File: config.mk
export PLATFORM = sky130hd
export DESIGN_NAME = fdwt_ctrl
export DESIGN_NICKNAME = d
export VERILOG_FILES = /design/src/rtl/fdwt_pkg.sv /design/src/rtl/fdwt_ctrl.sv
export SDC_FILE = /design/constraint.sdc
export NUM_CORES = 1
export LEC_CHECK = 0
export ABC_AREA = 1
export BUFFER_PORTS_ARGS = -buffer_cell sky130_fd_sc_hd__buf_2
export CAP_MARGIN = 25
export CORE_AREA = 2 2 39 41
export CTS_CLUSTER_SIZE = 12
export DETAILED_ROUTE_END_ITERATION = 8
export DIE_AREA = 0 0 41 43
export PLACE_DENSITY_LB_ADDON = 0.25
export SLEW_MARGIN = 20
export SYNTH_ARGS = -nofsm -noshare
export SYNTH_HDL_FRONTEND = slang
export SYNTH_SLANG_ARGS = --single-unit
File: constraint.sdc
create_clock -name clk -period 1.1 [get_ports clk]
set_clock_uncertainty 0.1 [all_clocks]
set_input_delay 0.22 -clock clk [delete_from_list [all_inputs] [get_ports clk]]
set_output_delay 0.22 -clock clk [all_outputs]
set_load 0.02 [all_outputs]
File: src/rtl/fdwt_pkg.sv
// ----------------------------------------------------------------------------
// fdwt_pkg
// Shared types and constants for the frame difference window block.
// ----------------------------------------------------------------------------
package fdwt_pkg;

  localparam int MaxPixels  = 65536;
  localparam int AddrW      = $clog2(MaxPixels);
  localparam int TableDepth = 256;
  localparam int TidxW      = $clog2(TableDepth);

  localparam logic [1:0] CMD_LOAD_CUR  = 2'd0;
  localparam logic [1:0] CMD_LOAD_PREV = 2'd1;
  localparam logic [1:0] CMD_PIXEL     = 2'd2;
  localparam logic [1:0] CMD_READ      = 2'd3;

  localparam logic [2:0] REG_WIDTH  = 3'd0;
  localparam logic [2:0] REG_HEIGHT = 3'd1;
  localparam logic [2:0] REG_PAL    = 3'd2;
  localparam logic [2:0] REG_DIFF   = 3'd3;
  localparam logic [2:0] REG_TRANS  = 3'd4;
  localparam logic [2:0] REG_USER   = 3'd5;
  localparam logic [2:0] REG_FIRST  = 3'd6;

  typedef struct packed {
    logic [1:0]  command;
    logic [7:0]  color_index;
    logic [23:0] color_rgb;
    logic [7:0]  cur_pixel;
    logic [7:0]  prev_pixel;
    logic        last_pixel;
  } item_t;

  typedef struct packed {
    logic        kind;
    logic [11:0] win_left;
    logic [11:0] win_top;
    logic [12:0] win_width;
    logic [12:0] win_height;
    logic [7:0]  trans_index;
    logic        trans_flag;
    logic [7:0]  pixel_value;
    logic        window_last;
  } result_t;

  // controller -> datapath
  typedef struct packed {
    logic capture;   // register the incoming item, issue table writes/reads
    logic load;      // perform the pixel / read update with read data
    logic mul;       // register address product
    logic finish;    // write store / read store entry for the result
  } cmd_t;

  // datapath -> controller
  typedef struct packed {
    logic has_result;
  } status_t;

  function automatic logic [12:0] clamp13(input logic [12:0] v);
    if (v == 13'd0) return 13'd1;
    if (v > 13'd4096) return 13'd4096;
    return v;
  endfunction

endpackage

File: src/rtl/fdwt_ctrl.sv
// ----------------------------------------------------------------------------
// fdwt_ctrl
// Controller: sequences one transaction through read, update, address and
// commit steps and holds the result until taken.
// ----------------------------------------------------------------------------
module fdwt_ctrl (
  input  logic                clk,
  input  logic                rst,
  input  logic                in_fire,
  input  fdwt_pkg::status_t   status,
  input  logic                out_fire,
  output logic                in_ready,
  output logic                out_valid,
  output fdwt_pkg::cmd_t      cmd
);

  typedef enum logic [5:0] {
    S_IDLE = 6'b000001,
    S_RD   = 6'b000010,
    S_UPD  = 6'b000100,
    S_MUL  = 6'b001000,
    S_FIN  = 6'b010000,
    S_OUT  = 6'b100000
  } state_t;

  state_t state, state_next;

  always_comb begin
    state_next = state;
    cmd = '0;
    case (state)
      S_IDLE: begin
        cmd.capture = in_fire;
        if (in_fire) state_next = S_RD;
      end
      S_RD: begin
        cmd.load = 1'b1;
        state_next = S_UPD;
      end
      S_UPD: begin
        cmd.mul = 1'b1;
        state_next = S_MUL;
      end
      S_MUL: begin
        cmd.finish = 1'b1;
        state_next = S_FIN;
      end
      S_FIN: begin
        state_next = status.has_result ? S_OUT : S_IDLE;
      end
      S_OUT: begin
        if (out_fire) state_next = S_IDLE;
      end
      default: state_next = S_IDLE;
    endcase
  end

  assign in_ready  = (state == S_IDLE);
  assign out_valid = (state == S_OUT);

  always_ff @(posedge clk) begin
    if (rst) state <= S_IDLE;
    else state <= state_next;
  end

endmodule

# Word-level counts from Yosys, hierarchy flattened
# Cells that the tools add are included.
totals:
  reg_bits: 6
  out_inout_bits: 6
  input_bits: 5
  wordCells: 18
op_classes:
  n_reduce_logical: 1
  n_mux: 8
  eq_ne: 8
ops:
  columns: ["cell", "n"]
  rows:
  - ["$pmux 6 s6", 1]
  - ["$mux 6", 3]
  - ["$eq 6x1->1 const B", 1]
  - ["$eq 6x2->1 const B", 1]
  - ["$eq 6x3->1 const B", 1]
  - ["$eq 6x4->1 const B", 1]
  - ["$eq 6x5->1 const B", 1]
  - ["$eq 6x6->1 const B", 1]
  - ["$mux 1", 4]
  - ["$ne 2x2->1 const B", 2]
  - ["$reduce_and 2->1", 1]

# Longest topological paths before layout
# Gate-level depths: netlist of the first run.
logic_depth:
  word_depth: 3
  ltp_mapped: 6
  ltp_nobuf: 6

# Worst setup path before layout of the first run
# No wires, ideal clock.
synth_timing:
  path_type: "register to output"
  startpoint: "register state[1]"
  endpoint: "output port out_valid"
  stages_incl_launch_ff: 4
  required_time_ps: 780
  arrival_time_ps: 1211
  path_buffers: 0
  path_slack_ps: -431
  path_cell_list: "dfxtp_1 > nor2_2 > inv_2 > nor4_1"
synth_between:
  elab_chain_cells: 1
synth_lines:
  columns: ["item", "line_no", "source"]
  rows:
  - ["start: declaration", "fdwt_ctrl.sv:26", "state_t state, state_next;"]
  - ["start signal: assignment", "fdwt_ctrl.sv:63", "else state <= state_next;"]
  - ["$eq 6x6->1", "fdwt_ctrl.sv:59", "assign out_valid = (state == S_OUT);"]
  - ["end: declaration", "fdwt_ctrl.sv:13", "output logic out_valid,"]
# No other way between the ends.

==> PnR_summary.wiki, run 1 <==
{| class="wikitable"
! Metric !! Value
|-
| Most used cell along the critical path || sky130_fd_sc_hd__nor2_4
|-
| RSZ-0062 raised after global routing || yes
|-
| Number of cells produced by synthesis || 53
|-
| Status || finished with violations
|-
| Post-synth top flop || sky130_fd_sc_hd__dfxtp_1
|-
| Syn Nets || 58
|-
| Kind of cell adding the most delay to the critical path || simple AND/OR/NAND/NOR gates
|-
| Buffer and inverter count on the worst path || 2
|-
| Syn Std Cell Area || 378 um^2
|-
| Portion of the post-synthesis area used by sequential elements || 31.8%
|-
| Critical-path cell with the highest stage delay || sky130_fd_sc_hd__dfxtp_2
|-
| Violations in the final reports || setup timing
|-
| Class of the worst hold path || primary input to flop
|-
| Total Nets Final || 93
|-
| Largest registers ranked by flip-flop count || state (6)
|-
| Area post-placement || 576 um^2
|-
| Vias in the first global route || 390
|-
| DRT Pass-1 Iters || 4
|-
| Register ranked first by flip-flop count || state
|-
| Average cell area after synthesis || 7.13 um^2
|-
| Worst voltage drop across the vdd grid || 0.000458 V
|-
| Final period demand of the worst path || 1520 ps
|-
| Clock-pin transition on the worst setup and hold timing paths || 40 ps
|-
| Vias/cell || 4.20
|-
| Number of antenna-violating nets in the routed design || 0
|-
| Gr busiest metal || met2
|-
| Cell types occupying the most area after synthesis || sky130_fd_sc_hd__dfxtp_1 32%, sky130_fd_sc_hd__inv_1 13%, sky130_fd_sc_hd__nor2_4 12%
|-
| YS warnings || 0
|-
| Setup Viol. Count Final || 9
|-
| Grt met2 use || 21.3%
|-
| Number of failing hold endpoints at the final stage || 0
|-
| Top cell type by total area after synthesis || sky130_fd_sc_hd__dfxtp_1
|-
| Sink Count || 6
|-
| CTS tree || yes
|-
| CTS max path bufs || 2
|-
| Post-detailed-route wirelength per cell || 9.94 um
|-
| CTS Hold Bufs || 0
|-
| Met3 Resource Use GR || 3.14%
|-
| Worst setup path category || flop to output port
|-
| Most used standard cell by instance count after synthesis || sky130_fd_sc_hd__inv_1
|-
| Max cap viols || 0
|-
| Critical path required time || 780 ps
|-
| Cell Rows || 14
|-
| Delay of the slowest cell on the worst path || 330 ps
|-
| Number of DRC violations after detailed-routing iteration 0 || 7
|-
| Switching share of total power || 30.2%
|-
| Worst slew margin relative to its limit || 86.0%
|-
| Highest attainable clock frequency || 657 MHz
|-
| Final max-slew violation count || 0
|-
| Flip-flop count of the largest register after layout || 6
|-
| Portion of total power attributed to the clock network || 28.8%
|-
| Combinational cell fraction of total power || 37.0%
|-
| Transition time at the pin with the least slew margin || 209 ps
|-
| Wire length after detailed routing || 1.01 mm
|-
| Final period util || 138%
|-
| Element type at the critical path end || output port
|-
| Number of input and output port buffers inserted || 10
|-
| Diode insertion count for antenna repair || 0
|-
| Global routing usage on met1 || 17.3%
|-
| Inserted Clock Buffers || 3
|-
| Final sum of negative setup slack || -2940 ps
|-
| Clock root buffer master || sky130_fd_sc_hd__clkbuf_4
|-
| Post-route DRC violation count || 0
|-
| Horizontal die dimension || 41 um
|-
| Cells along the critical path || nor2_4 -> inv_2 -> nor2_4 -> nand2_4 -> nor2_4 -> buf_6
|-
| Later-pin clock latency in the skew report || 240 ps
|-
| Crit path setup slack, layout || -422 ps
|-
| Sequential share of power || 34.3%
|-
| Critical path fanouts, max || 3
|-
| Fraction of registers with async set/reset || 0%
|-
| Distinct cells, synth || 16
|-
| Vias || 428
|-
| Synthesis-to-layout area growth || 98.0%
|-
| First-pass GRT wire length || 1.59 mm
|-
| HPWL after detailed placement || 665 um
|-
| Net switching power || 0.000212 W
|-
| Largest net degree at the start of global routing || 7
|-
| Power Dens Cells || 939 nW/um^2
|-
| Leftover overflow at the end of global routing || 0
|-
| Total I/O pin count || 11
|-
| Synth cell count leaders || 13 x sky130_fd_sc_hd__inv_1, 10 x sky130_fd_sc_hd__nor2_1, 6 x sky130_fd_sc_hd__dfxtp_1
|-
| Count of H-tree levels built during CTS || 1
|-
| All-layer global routing usage || 14.0%
|-
| Internal power consumption || 0.000490 W
|-
| EDFF count, synth || 0
|-
| Seq cells post-synth || 6
|-
| Startpoint types || flop
|-
| Worst Path Arrival || 1200 ps
|-
| Setup WS pre-CTS || -177 ps
|-
| Core region area || 1380 um^2
|-
| Static power due to leakage || 0.377 nW
|-
| Initial antenna violation count || 0
|-
| Fraction of final layout cells with drive strength greater than 1 || 76.7%
|-
| Final weighted congestion of routability-driven global placement || 0.674
|-
| Die ar. || 1760 um^2
|-
| Die span in y || 43 um
|-
| Summed area of non-filler cells in the final layout || 748 um^2
|-
| Effective utilization at floorplan || 27.3%
|-
| Top cell type's share of synthesized area || 31.8%
|}
-- worst paths after layout --
path	cells after the start	slack, ps	end	startpoint
setup / recovery	6	-420	cmd[3]	state[2]
hold / removal	2	120	state[1]	rst
setup reg to reg	10	-310	state[0]	state[2]
hold reg to reg	4	490	state[4]	state[3]
-- stage by stage --
step / cells / util (%) / power [W] / hold slack [ps]
finish: 102 / 54.1 / 0.000702 / 117
global route: 102 / 54.1 / 0.000751 / 114
CTS: 100 / 51.8 / 0.000689 / 117
detailed placement: 90 / 41.6 / 0.000436 / 379
global placement: 90 / 41.6 / 0.000436 / 375
floorplan: 53 / - / 0.000370 / 183
-- worst register-to-register path: cells and delay by family, from the launching register on --
family / cells / cell delay, ps
buffers and inverters: 5 / 440
DFF: 1 / 330
and+or+nand+nor: 3 / 320
AOI/OAI and AO/OA: 2 / 110
-- final cells by class --
type | count | area (um^2)
fill | 131 | 636
timing repair buffer | 30 | 268
multi-input combinational | 32 | 246
sequential | 6 | 130
inverter | 15 | 61.3
clock buffer | 3 | 22.5
tap | 16 | 20.0
-- per-layer routing --
metal  vias up  share of wire [%]
met5         -                  0
met3         2                4.5
li1        228                  -
met4         0                1.5
met1       188                 42
met2        10                 52
-- cell usage in the layout (no fill, tap or decap), types with 4 or more instances in the layout --
master                    netlist  final
sky130_fd_sc_hd__buf_6          0     14
sky130_fd_sc_hd__buf_4          0     12
sky130_fd_sc_hd__inv_1         13      7
sky130_fd_sc_hd__nor2_1        10      7
sky130_fd_sc_hd__inv_2          2      6
sky130_fd_sc_hd__nor2_4         4      6
sky130_fd_sc_hd__dfxtp_2        0      5
sky130_fd_sc_hd__nand2_2        2      4
sky130_fd_sc_hd__buf_2          0      4
-- logic make-up after synthesis --
kind of cell    count (synthesis)  synth area share, %
simple gates                   28                 44.4
buf+inv                        15                 14.9
flops                           6                 31.8
compound gates                  4                 8.94
-- power groups by stage --
| stage | Combinational, W | Clock, W | Sequential [W] |
|---|---|---|---|
| 6_report | 0.000260 | 0.000202 | 0.000241 |
| 4_1_cts | 0.000236 | 0.000213 | 0.000240 |
| 5_1_grt | 0.000280 | 0.000230 | 0.000241 |
| 2_1_floorplan | 0.000127 | 0 | 0.000243 |
| 3_3_place_gp | 0.000191 | 0 | 0.000245 |
| 3_5_place_dp | 0.000192 | 0 | 0.000245 |
-- what timing repair did --
action	in CTS	in global routing
gates resized for setup	23	5
pin swaps	7	2
setup buffers	10	3
setup endpoints to repair	9	10
Power figures use the tool's default switching activity.
==> run 2, diff against run 1 <==
--- a/config.mk
+++ b/config.mk
@@ -13,7 +13,7 @@
 export DETAILED_ROUTE_END_ITERATION = 8
 export DIE_AREA = 0 0 41 43
 export PLACE_DENSITY_LB_ADDON = 0.25
-export SLEW_MARGIN = 20
 export SYNTH_ARGS = -nofsm -noshare
 export SYNTH_HDL_FRONTEND = slang
 export SYNTH_SLANG_ARGS = --single-unit
+export TNS_END_PERCENT = 1
==> run 2 against run 1 <==
Effect of this change:
- the run still ends with setup timing left
- cell count down 7.8%
- sequential cell count unchanged
- largest cell class is now multi-input gates
- die area unchanged
- sequential power about the same
- worst setup slack better by 1.7 ps
==> PnR_summary.wiki, run 2 (synthesis gave the netlist of run 1 again) <==
{| class="wikitable"
! Metric !! Value
|-
| Inserted Clock Buffers || 3
|-
| Total Nets Final || 85
|-
| Class of the worst hold path || primary input to flop
|-
| Smallest hold slack || 108 ps
|-
| Sink Count || 6
|-
| Top library cells by usage in the layout, fill and taps aside || 15 x sky130_fd_sc_hd__buf_4, 10 x sky130_fd_sc_hd__inv_1, 9 x sky130_fd_sc_hd__nor2_1
|-
| Max cap viols || 0
|-
| Die span in y || 43 um
|-
| Most used cell along the critical path || sky130_fd_sc_hd__nor2_4
|-
| Diode insertion count for antenna repair || 0
|-
| RSZ-0062 raised after global routing || yes
|-
| Post-layout power || 0.000669 W
|-
| Vias || 406
|-
| Clock root buffer master || sky130_fd_sc_hd__clkbuf_4
|-
| Core region area || 1380 um^2
|-
| Crit path setup slack, layout || -420 ps
|-
| Count of H-tree levels built during CTS || 1
|-
| Critical-path cell with the highest stage delay || sky130_fd_sc_hd__dfxtp_2
|-
| Most common cell after layout, fill and taps aside || sky130_fd_sc_hd__buf_4
|-
| Sequential share of power || 35.9%
|-
| Delay of the slowest cell on the worst path || 330 ps
|-
| Leftover overflow at the end of global routing || 0
|-
| Setup Fix Bufs, Post-CTS || 0
|-
| Die ar. || 1760 um^2
|-
| Status || finished with violations
|-
| Violations in the final reports || setup timing
|-
| Vias in the first global route || 364
|-
| Cell Rows || 14
|-
| Number of DRC violations after detailed-routing iteration 0 || 9
|-
| Transition time at the pin with the least slew margin || 171 ps
|-
| Worst voltage drop across the vdd grid || 0.000437 V
|-
| Vias/cell || 4.32
|-
| Largest net degree at the start of global routing || 7
|-
| HPWL after detailed placement || 690 um
|-
| First-pass GRT wire length || 1.31 mm
|-
| Net switching power || 0.000215 W
|-
| Synthesis-to-layout area growth || 66.6%
|-
| Startpoint types || flop
|-
| Cells along the critical path || nor2_4 -> inv_2 -> nor2_4 -> nand2_1 -> inv_1 -> buf_4
|-
| Register ranked first by flip-flop count || state
|-
| Worst Path Arrival || 1200 ps
|-
| Fraction of final layout cells with drive strength greater than 1 || 62.8%
|-
| Number of antenna-violating nets in the routed design || 0
|-
| Final sum of negative setup slack || -2380 ps
|-
| Static power due to leakage || 0.331 nW
|-
| Total I/O pin count || 11
|-
| All-layer global routing usage || 11.6%
|-
| Worst setup path category || flop to output port
|-
| Final period util || 138%
|-
| Critical path required time || 780 ps
|-
| Combinational cell fraction of total power || 31.0%
|-
| CTS max path bufs || 2
|-
| Horizontal die dimension || 41 um
|-
| Largest registers ranked by flip-flop count || state (6)
|-
| Setup Viol. Count Final || 9
|-
| DRT Pass-1 Iters || 4
|-
| Cells on worst reg2reg path || 6
|-
| Critical path fanouts, max || 3
|-
| Portion of total power attributed to the clock network || 33.1%
|-
| Power Dens Cells || 1060 nW/um^2
|-
| Final weighted congestion of routability-driven global placement || 0.733
|-
| Final standard cell utilization of the core || 45.5%
|-
| Worst slew margin relative to its limit || 88.5%
|-
| Element type at the critical path end || output port
|-
| Effective utilization at floorplan || 27.3%
|-
| Number of failing hold endpoints at the final stage || 0
|-
| Wire length after detailed routing || 886 um
|-
| Later-pin clock latency in the skew report || 260 ps
|-
| Flip-flop count of the largest register after layout || 6
|-
| Final max-slew violation count || 0
|-
| Post-route DRC violation count || 0
|-
| Hold path depth || 2
|-
| Switching share of total power || 32.1%
|-
| Initial antenna violation count || 0
|-
| Clock-pin transition on the worst setup and hold timing paths || 50 ps
|-
| Internal power consumption || 0.000454 W
|-
| Highest attainable clock frequency || 658 MHz
|-
| Number of input and output port buffers inserted || 10
|-
| CTS tree || yes
|-
| Post-detailed-route wirelength per cell || 9.43 um
|-
| Final period demand of the worst path || 1520 ps
|}
[run 2: cell types whose count changed in the layout (fill, tap and decap cells not counted), sizes merged]
cell,previous run,this run
buf,30,22
[run 2: cell type report]
class                   instances  area, um^2
repair buffers                 22         166
flip-flops and latches          6         125
fillers                       150         754
multi-input cells              32         236
well taps                      16        20.0
clock buffers                   3        22.5
inverters                      15        58.8
[run 2: power groups by stage]
stage	clock network (W)	logic, W	registers [W]
global placement	0	0.000181	0.000240
detailed placement	0	0.000183	0.000240
global route	0.000237	0.000223	0.000241
floorplan	0	0.000112	0.000239
finish	0.000221	0.000207	0.000240
CTS	0.000230	0.000198	0.000240
[run 2: worst max-delay path, delay by kind of cell, from the launching register on]
| family | cells | cell delay (ps) |
|---|---|---|
| buffers and inverters | 3 | 270 |
| DFF | 1 | 330 |
| and+or+nand+nor | 3 | 350 |
[run 2: routing by layer]
metal	global-route usage [%]	wire length [um]
met1	12.9	391
met2	16.9	432
met3	1.57	19
met4	12.0	43
met5	0	0
[run 2: stage by stage]
step / cell area (um^2) / std cells / worst slack, ps
floorplan: 400 / 53 / -99.5
global placement: 561 / 91 / -171
detailed placement: 561 / 91 / -179
CTS: 611 / 94 / -424
global route: 629 / 94 / -466
finish: 629 / 94 / -420
[run 2: path summary, 6_finish.rpt]
check / start / end / slack, ps
hold / removal: rst / state[1] / 110
setup reg to reg: state[1] / state[0] / -90
hold reg to reg: state[2] / state[4] / 480
setup / recovery: state[2] / cmd[2] / -420
[run 2: what timing repair did]
item | 4_1_cts | 5_1_grt
resized for setup | 11 | 7
hold buffers | 0 | 0
pin swaps | 3 | 0
setup endpoints to repair | 9 | 10
